$ cat src/bounded_stack_with_age_purge_unit_defines.svh
// ----------------------------------------------------------------------------
// Assertion macros for the bounded stack with age purge unit
// Shared property forms used by the controller and the datapath.
// ----------------------------------------------------------------------------
`ifndef BOUNDED_STACK_WITH_AGE_PURGE_UNIT_DEFINES_SVH
`define BOUNDED_STACK_WITH_AGE_PURGE_UNIT_DEFINES_SVH

// Same-cycle implication, disabled during reset.
`define BSAP_ASSERT_NOW(label, clk, rst_n, ante, cons) \
    label: assert property (@(posedge clk) disable iff (!rst_n) (ante) |-> (cons)) \
        else $error("bsap: same-cycle check failed");

// Next-cycle implication, disabled during reset.
`define BSAP_ASSERT_NEXT(label, clk, rst_n, ante, cons) \
    label: assert property (@(posedge clk) disable iff (!rst_n) (ante) |=> (cons)) \
        else $error("bsap: next-cycle check failed");

`endif

$ cat src/bsap_pkg.sv
// ----------------------------------------------------------------------------
// bsap_pkg
// Types, constants and helpers of the bounded stack with age purge unit.
// ----------------------------------------------------------------------------
`default_nettype none

package bsap_pkg;

    localparam int STACK_DEPTH = 128;
    localparam int ADDR_W      = (STACK_DEPTH > 1) ? $clog2(STACK_DEPTH) : 1;
    localparam int LEVEL_W     = $clog2(STACK_DEPTH + 1);

    localparam logic [2:0] ACT_PUSH  = 3'd0;
    localparam logic [2:0] ACT_POP   = 3'd1;
    localparam logic [2:0] ACT_PEEK  = 3'd2;
    localparam logic [2:0] ACT_COUNT = 3'd3;
    localparam logic [2:0] ACT_PURGE = 3'd4;

    localparam logic [1:0] ST_OK    = 2'd0;
    localparam logic [1:0] ST_FULL  = 2'd1;
    localparam logic [1:0] ST_EMPTY = 2'd2;

    typedef enum logic [1:0] {
        S_IDLE,
        S_SCAN,
        S_RESP
    } state_t;

    typedef struct packed {
        logic signed [31:0] id;
        logic signed [31:0] qty;
        logic [26:0]        expiry;
    } entry_t;

    // Controller to datapath
    typedef struct packed {
        logic start;    // input transfer this cycle
        logic scan;     // walking the stack for count or purge
        logic load;     // capture the result into the output register
    } cmd_t;

    // Datapath to controller
    typedef struct packed {
        logic empty;
        logic scan_last;
    } stat_t;

    function automatic logic [7:0] level_to_byte(input logic [LEVEL_W-1:0] v);
        logic [LEVEL_W+7:0] ext;
        ext = {8'd0, v};
        return ext[7:0];
    endfunction

endpackage

`default_nettype wire

$ cat src/bsap_ctrl.sv
// ----------------------------------------------------------------------------
// bsap_ctrl
// Sequencer: accepts one action, runs the walk for count and purge, and
// hands the result to the output register.
// ----------------------------------------------------------------------------
`default_nettype none

`include "bounded_stack_with_age_purge_unit_defines.svh"

module bsap_ctrl
    import bsap_pkg::*;
(
    input  wire logic       clk,
    input  wire logic       rst_n,
    input  wire logic       in_valid,
    output logic            in_stall,
    input  wire logic [2:0] action,
    output logic            out_valid,
    input  wire logic       out_stall,
    output cmd_t            cmd,
    input  wire stat_t      stat
);

    state_t state_reg;
    state_t state_next;
    logic   out_valid_reg;
    logic   out_valid_next;
    logic   accept;
    logic   out_free;

    assign accept   = in_valid && (state_reg == S_IDLE);
    assign out_free = !out_valid_reg || !out_stall;

    always_comb
    begin
        state_next = state_reg;
        case (state_reg)
            S_IDLE:
            begin
                if (accept)
                begin
                    if ((action inside {ACT_COUNT, ACT_PURGE}) && !stat.empty)
                        state_next = S_SCAN;
                    else
                        state_next = S_RESP;
                end
            end
            S_SCAN:
            begin
                if (stat.scan_last)
                    state_next = S_RESP;
            end
            S_RESP:
            begin
                if (out_free)
                    state_next = S_IDLE;
            end
            default:
            begin
                state_next = S_IDLE;
            end
        endcase
    end

    always_comb
    begin
        in_stall  = (state_reg != S_IDLE);
        cmd.start = accept;
        cmd.scan  = (state_reg == S_SCAN);
        cmd.load  = (state_reg == S_RESP) && out_free;
        // hold the result until its transfer, reload when a new one lands
        if (cmd.load)
            out_valid_next = 1'b1;
        else if (out_valid_reg && !out_stall)
            out_valid_next = 1'b0;
        else
            out_valid_next = out_valid_reg;
    end

    assign out_valid = out_valid_reg;

    always_ff @(posedge clk or negedge rst_n)
    begin
        if (!rst_n)
        begin
            state_reg     <= S_IDLE;
            out_valid_reg <= 1'b0;
        end
        else
        begin
            state_reg     <= state_next;
            out_valid_reg <= out_valid_next;
        end
    end

    `BSAP_ASSERT_NEXT(a_accept_leaves_idle, clk, rst_n, accept, state_reg != S_IDLE)
    `BSAP_ASSERT_NEXT(a_scan_holds, clk, rst_n,
                      (state_reg == S_SCAN) && !stat.scan_last, state_reg == S_SCAN)
    `BSAP_ASSERT_NEXT(a_load_shows_result, clk, rst_n, cmd.load, out_valid_reg)

endmodule

`default_nettype wire

$ cat config.mk
export PLATFORM = sky130hd
export DESIGN_NAME = bsap_ctrl
export DESIGN_NICKNAME = d
export VERILOG_FILES = /design/src/bsap_pkg.sv /design/src/bsap_ctrl.sv
export VERILOG_INCLUDE_DIRS = /design/src /design/src/src
export SDC_FILE = /design/constraint.sdc
export NUM_CORES = 1
export LEC_CHECK = 0
export BUFFER_PORTS_ARGS = -buffer_cell sky130_fd_sc_hd__buf_2
export CAP_MARGIN = 25
export CORE_AREA = 2 2 39 41
export CTS_CLUSTER_DIAMETER = 100
export CTS_CLUSTER_SIZE = 20
export DETAILED_ROUTE_END_ITERATION = 8
export DIE_AREA = 0 0 41 43
export SYNTH_ARGS = -nofsm -noshare
export SYNTH_HDL_FRONTEND = slang
export SYNTH_SLANG_ARGS = --single-unit
$ cat constraint.sdc
create_clock -name clk -period 1.5 [get_ports clk]
set_clock_uncertainty 0.2 [all_clocks]
set_input_delay 0.075 -clock clk [delete_from_list [all_inputs] [get_ports clk]]
set_output_delay 0.075 -clock clk [all_outputs]
set_load 0.02 [all_outputs]
=== Word-level counts from Yosys, hierarchy flattened ===
Cells that the tools add are included.

* Bits in registers: 3
* Latch bits: 0
* Memory bits (writable): 0
* Bits in read-only memories: 0
* Input port bits: 9
* Logic and storage cells: 29
* Memories: 0

* Add/sub/neg operators: 0
* $mul: 0
* Divide/modulo/power cells: 0
* Order comparisons: 0
* Eq/ne operators: 7
* Shifts and indexed selects: 0
* Muxes and demuxes: 7
* Bitwise operators: 0
* Reduce and logical (&&, ||, !) cells: 13

{| class="wikitable"
|+ Operators by type and width
! kind !! number
|-
| $mux W2 || 4
|-
| $pmux W2 S3 || 1
|-
| $reduce_bool A2 Y1 || 3
|-
| $logic_and A1 B1 Y1 || 4
|-
| $ne A2 B2 Y1 const B || 2
|-
| $eq A3 B2 Y1 const B || 1
|-
| $eq A3 B3 Y1 const B || 1
|-
| $logic_not A1 Y1 || 3
|-
| $reduce_and A3 Y1 || 1
|-
| $eq A2 B1 Y1 const B || 1
|-
| $eq A2 B2 Y1 const B || 1
|-
| $logic_not A2 Y1 || 1
|-
| $mux W1 || 2
|-
| $ne A2 B1 Y1 const B || 1
|-
| $logic_or A1 B1 Y1 || 1
|}

=== Depth between registers and ports, before layout ===
Gate-level depths: netlist of run 1.

* Depth in word-level cells: 6
* Gate-level depth with buffers: 4
* Depth with buffers taken out: 4

=== Worst setup path before layout of run 1 ===
No wires, ideal clock.

* Kind: register to output
* From: register state_reg[1]
* To: output port cmd[2] (netlist bit)
* Data arrival time: 0.988 ns
* Required time: 1.225 ns
* Path slack: 0.237 ns
* Cell stages (with the launch flop): 4
* Cells stage by stage: dfrtp_1 -> or2_1 -> nor2_1 -> buf_4

* Cells in the longest elaborated chain, start to end: 2

{| class="wikitable"
|+ RTL lines
! element !! line !! source
|-
| start, declared || bsap_ctrl.sv:24 || <nowiki>state_t state_reg;</nowiki>
|-
| start signal, assigned || bsap_ctrl.sv:91 || <nowiki>state_reg <= state_next;</nowiki>
|-
| $logic_not A2 Y1 || bsap_ctrl.sv:31 || <nowiki>assign accept = in_valid && (state_reg == S_IDLE);</nowiki>
|-
| $logic_and A1 B1 Y1 || bsap_ctrl.sv:31 ||
|-
| end, declared || bsap_ctrl.sv:20 || <nowiki>output cmd_t cmd,</nowiki>
|}

Every way passes these cells.

==> impl_metrics.ini, run 1 <==
[run_status]
outcome = complete, no violations

[place]
dp_hpwl_um = 402
gp_congestion = 0.577
io_buffers = 13
dp_cells = 47
place_ws_ps = 277

[clocking]
cts_setup_buffers = 0
clkLatencyLatePin_ps = 230
cts_tree = done
cts_made_buffers = 3
cts_root_buf = clkbuf_4
clock-sinks = 3
clk_pin_slew_worst_paths_ps = 40
clockBufferDepth = 2
htreeDepth = 1

[global_route]
grt_max_degree = 4
grt_use_total_pct = 7.55
overflow = 0
grt_pass1_wl_um = 834
grt_pass1_vias = 238
antenna_found_initial = 0

[detailed_routing]
drtIter0Drc = 0
ant_nets = 0
drc = 0
routed_via_density = 3.89
vias = 218
first_pass_iters = 1
wl_per_cell_um = 9.25
drt_wl_total_um = 518

[worst_hold_path]
min_path_type = in -> reg
min_path_cells = 3
min_from = action[1]
hold_path_end = state_reg[1]$_DFFE_PN0P_

[worst_setup_path]
critPathKind = reg -> out
crit_buf_inv = 1
cpPeakStageDelay_ps = 370
critical_path_required_ps = 1220
end_kind = primary output
startpoint_type = flop
critPathArrivalTime_ps = 1150
slowest_stage = dfrtp_1
r2r_end = state_reg[1]$_DFFE_PN0P_
r2r_cells = 3
critPathMaxFanout = 3
path_cells = or2_1, nor2_2, buf_4
crit_family = simple AND/OR/NAND/NOR gates
regToRegStartpoint = state_reg[0]$_DFFE_PN0P_
r2r_slack_ps = 270

[die]
die_x_um = 41
coreArea_sq_um = 1380
rows = 14
initial_utilization_pct = 14.9
io_pins = 14
die_h_um = 43
design.die.area_sq_um = 1760

[timing]
worst_slack_ps = 72.6
drv_slew = 0
finalSetupViolations = 0
rsz0062_at_grt = false
fin_tns_setup_ps = 0
period_needed_ps = 1430
final_hold_viol_count = 0
relSlewSlack_pct = 82.5
tightest_slew_ps = 262
clock.fmax_mhz = 701
period_share_pct = 95.2

[yosys]
muxShareOfSynthArea_pct = 0
synth_top_family_by_area = compound AO/OA/AOI/OAI gates
seq_area_frac_synth_pct = 36.4
synth-xor-area-share_pct = 0
avgSynthCellArea_sq_um = 10.3
syn_area_sq_um = 206
synth-seq-cells = 3
syn_inst = 20
synth-compound-area-share_pct = 27.9
synth_nets = 29
ys_warn_count = 0
synth-simple-area-share_pct = 24.8
synthAdderAreaFrac_pct = 0
synth.distinct_cells = 15

[pwr]
p_per_area_nw_per_um2 = 1170
irDropWorstVdd_uv = 363
p_leak_nw = 0.182

[final_layout]
nFillCells = 163
instances_no_fill = 56
nNetsFinal = 50
area_delta_synth_final_pct = 73.3
largest_reg_flops = 2
antenna_cells = 0
drive_gt1_share_pct = 55.0

[flow_run]
drv_cap = 0
[power breakdown]
group / total [mW] / internal [mW] / switching (mW)
registers: 0.112 / 0.0991 / 0.0125
logic: 0.165 / 0.0713 / 0.0939
clock network: 0.142 / 0.0997 / 0.0425
[layout by cell type, fill, tap and decap left out]
cell type and count:
a21bo_1 1, clkbuf_4 3, o32ai_2 1, clkbuf_1 1, nand2_1 2, dlygate4sd3_1 5
inv_1 1, nor4b_2 1, a31oi_1 1, or2_1 1, o2bb2a_4 1, buf_4 1
nor2_1 1, a21oi_1 1, buf_2 12, nand2b_1 1, dfrtp_1 3, nor2_2 1
nand2b_2 1, inv_2 1
[worst min-delay path, cell delays in order]
cell,delay [ps]
buf_2,100
a31oi_1,110
a21bo_1,210
[layout make-up]
type | count | area [sq um] | share of cell area [%]
Clock buffer | 4 | 26.3 | 7.34
Timing Repair Buffer | 18 | 118 | 32.9
Tap cell | 16 | 20.0 | 5.59
Multi-Input combinational cell | 13 | 111 | 31.1
Sequential cell | 3 | 75.1 | 21.0
Inverter | 2 | 7.51 | 2.10
[cell usage after synthesis]
| library cell | n | area share [%] |
|---|---|---|
| dfrtp_1 | 3 | 36 |
| nand2b_1 | 1 | 3.0 |
| inv_2 | 1 | 1.8 |
| or2_1 | 1 | 3.0 |
| inv_1 | 1 | 1.8 |
| a21oi_1 | 1 | 2.4 |
| nand2_1 | 2 | 3.6 |
| buf_4 | 2 | 7.3 |
| nand2b_2 | 1 | 4.2 |
| o2bb2a_4 | 1 | 9.7 |
| nor4b_2 | 1 | 7.3 |
| a21bo_1 | 1 | 4.8 |
| a31oi_1 | 1 | 3.0 |
| nor2_1 | 2 | 3.6 |
| o32ai_2 | 1 | 7.9 |
[layer usage]
layer | part of all wire [%] | routed length [um] | vias up | global-route usage [%]
met2 | 53 | 273 | 11 | 13.8
met5 | 0 | 0 | - | 0
met3 | 11 | 55 | 0 | 3.14
met1 | 37 | 190 | 97 | 5.19
li1 | - | - | 110 | -
met4 | 0 | 0 | 0 | 6.00
[repair_timing]
item | in CTS | in global routing
endpoints found under the hold margin | 5 | 0
hold buffers | 5 | 0
resized for setup | 0 | 2
setup endpoints to repair | 0 | 1
[cell families after synthesis]
group | Yosys count
AO/OA/AOI/OAI | 5
AND/OR/NAND/NOR | 8
buffers and inverters | 4
flip-flops | 3
[per-stage QoR]
stage                     hold slack, ps  total power [mW]  util (%)  cell area [sq um]
after floorplan                     -421             0.224         -                206
after global placement              -328             0.258      20.0                277
after detailed placement            -324             0.264      20.0                277
after CTS                            108             0.423      25.5                353
after global routing                 127             0.453      25.9                358
final                                108             0.419      25.9                358
[how the worst max path moves through the flow]
| stage | endpoint | startpoint | cells past startpoint | slack, ps |
|---|---|---|---|---|
| floorplan | cmd[2] | state_reg[1]$_DFFE_PN0P_ | 3 | 240 |
| global placement | state_reg[1]$_DFFE_PN0P_ | state_reg[0]$_DFFE_PN0P_ | 3 | 290 |
| detailed placement | state_reg[1]$_DFFE_PN0P_ | state_reg[0]$_DFFE_PN0P_ | 3 | 280 |
| CTS | cmd[2] | state_reg[1]$_DFFE_PN0P_ | 3 | 30 |
| global route | cmd[2] | state_reg[1]$_DFFE_PN0P_ | 3 | 9 |
| finish | cmd[2] | state_reg[1]$_DFFE_PN0P_ | 3 | 70 |
Note: power is estimated with default switching activity, not from simulation.
==> inputs of run 2 (changes only) <==
==> constraint.sdc (replaced) <==
create_clock -name clk -period 1.5 [get_ports clk]
set_clock_uncertainty 0.2 [all_clocks]
set_input_delay 0.225 -clock clk [delete_from_list [all_inputs] [get_ports clk]]
set_output_delay 0.225 -clock clk [all_outputs]
set_load 0.02 [all_outputs]
==> impl_metrics.ini, run 2 (synthesis gave the netlist of run 1 again) <==
[final_layout]
final_common_cell = buf_2
antenna_cells = 0
area_delta_synth_final_pct = 74.5
nNetsFinal = 48
final_cell_mix = buf_2 (10), buf_4 (4), clkbuf_4 (3), dfrtp_1 (3), nand2_1 (2)
drive_gt1_share_pct = 71.1
largest_reg_flops = 2

[clocking]
clk_pin_slew_worst_paths_ps = 40
clock-sinks = 3
htreeDepth = 1
clkLatencyLatePin_ps = 230
cts_made_buffers = 3
cts_root_buf = clkbuf_4
clockBufferDepth = 2
cts_tree = done

[worst_setup_path]
critical_path_required_ps = 1070
critPathArrivalTime_ps = 1100
end_kind = primary output
critPathMaxFanout = 3
critPathKind = reg -> out
startpoint_type = flop

[detailed_routing]
dr_wl_met3_um = 52
drt_wl_total_um = 512
routed_via_density = 3.89
routed.top_layer = met3
drtIter0Drc = 0
drt-met1-wl_um = 168
route.met2.wl_um = 291
vias = 210
first_pass_iters = 1
wl_per_cell_um = 9.48
drc = 0
ant_nets = 0

[timing]
drv_slew = 0
relSlewSlack_pct = 82.5
fin_hold_ws_ps = 15.1
finalSetupViolations = 1
clock.fmax_mhz = 657
tightest_slew_ps = 262
period_share_pct = 102
period_needed_ps = 1520
final_hold_viol_count = 0
worst_slack_ps = -23.2
rsz0062_at_grt = true

[global_route]
grt_max_degree = 4
grt_pass1_vias = 246
grt_pass1_wl_um = 841
antenna_found_initial = 0
grt_use_total_pct = 7.65
overflow = 0

[pwr]
p_leak_nw = 0.180
irDropWorstVdd_uv = 370
p_total_mw = 0.458
p_per_area_nw_per_um2 = 1270

[die]
die_h_um = 43
initial_utilization_pct = 14.9
coreArea_sq_um = 1380
io_pins = 14
rows = 14
design.die.area_sq_um = 1760
die_x_um = 41

[flow_run]
drv_cap = 0

[worst_hold_path]
min_path_type = in -> reg

[place]
place_ws_ps = 134
io_buffers = 13
gp_congestion = 0.577
dp_hpwl_um = 402

[run_status]
violations = negative setup slack
outcome = finished, violations left
## run 2: changes by cell type in the layout (fill, tap and decap cells not counted)
| cell | before | now |
|---|---|---|
| dlygate4sd3_1 | 5 | 1 |
| buf_2 | 12 | 10 |
| a21oi_1 | 1 | 0 |
| or2_1 | 1 | 0 |
| buf_4 | 1 | 4 |
| nand2b_1 | 1 | 0 |
| a21oi_2 | 0 | 1 |
| nor2_2 | 1 | 0 |
| nand2b_4 | 0 | 1 |
| or2_4 | 0 | 1 |
| buf_6 | 0 | 1 |
| nor2_4 | 0 | 1 |
## run 2: through the flow
step,utilization (%),cell area [sq um],TNS (ps),cells
floorplan,-,206,0,20
global placement,20.0,277,0,47
detailed placement,20.0,277,0,47
CTS,25.9,358,-34.0,54
global route,26.0,360,-93.6,54
finish,26.0,360,-23.2,54
## run 2: worst max-delay path: stages, from the launching register on
cell and delay [ps]:
dfrtp_1 370, or2_4 280, nor2_4 100, buf_6 120
## run 2: report_power, final
| part | internal (mW) | switching [mW] | total, mW |
|---|---|---|---|
| combinational | 0.0982 | 0.105 | 0.203 |
| clock | 0.0997 | 0.0423 | 0.142 |
| sequential | 0.0991 | 0.0145 | 0.114 |
| total | 0.297 | 0.161 | 0.458 |
## run 2: final cells by class
type / count / area (sq um)
inverters: 2 / 7.51
fillers: 163 / 1020
clock buffers: 4 / 26.3
well taps: 16 / 20.0
flip-flops and latches: 3 / 75.1
repair buffers: 16 / 101
multi-input cells: 13 / 130
## run 2: worst paths after layout
kind                                       endpoint                     start  slack (ps)  cells after the start
setup / recovery                             cmd[2]  state_reg[1]$_DFFE_PN0P_         -20                      3
hold / removal             state_reg[0]$_DFFE_PN0P_                   stat[0]          20                      2
setup reg to reg           state_reg[1]$_DFFE_PN0P_  state_reg[0]$_DFFE_PN0P_         180                      5
hold reg to reg               out_valid$_DFFE_PN0P_     out_valid$_DFFE_PN0P_         390                      2
max in group asynchronous  state_reg[1]$_DFFE_PN0P_                     rst_n         880                      2
min in group asynchronous     out_valid$_DFFE_PN0P_                     rst_n         120                      2
## run 2: timing repair
item / 4_1_cts / 5_1_grt
endpoints found under the hold margin: 3 / 0
gates resized for setup: 8 / 1
hold buffers: 1 / 0
setup buffers: 2 / 0
setup endpoints to repair: 2 / 4
## run 2: layer usage
| metal | GRT usage [%] | vias up |
|---|---|---|
| met5 | 0 | - |
| met3 | 3.14 | 0 |
| met2 | 14.7 | 11 |
| met1 | 4.55 | 95 |
| met4 | 6.00 | 0 |
| li1 | - | 104 |
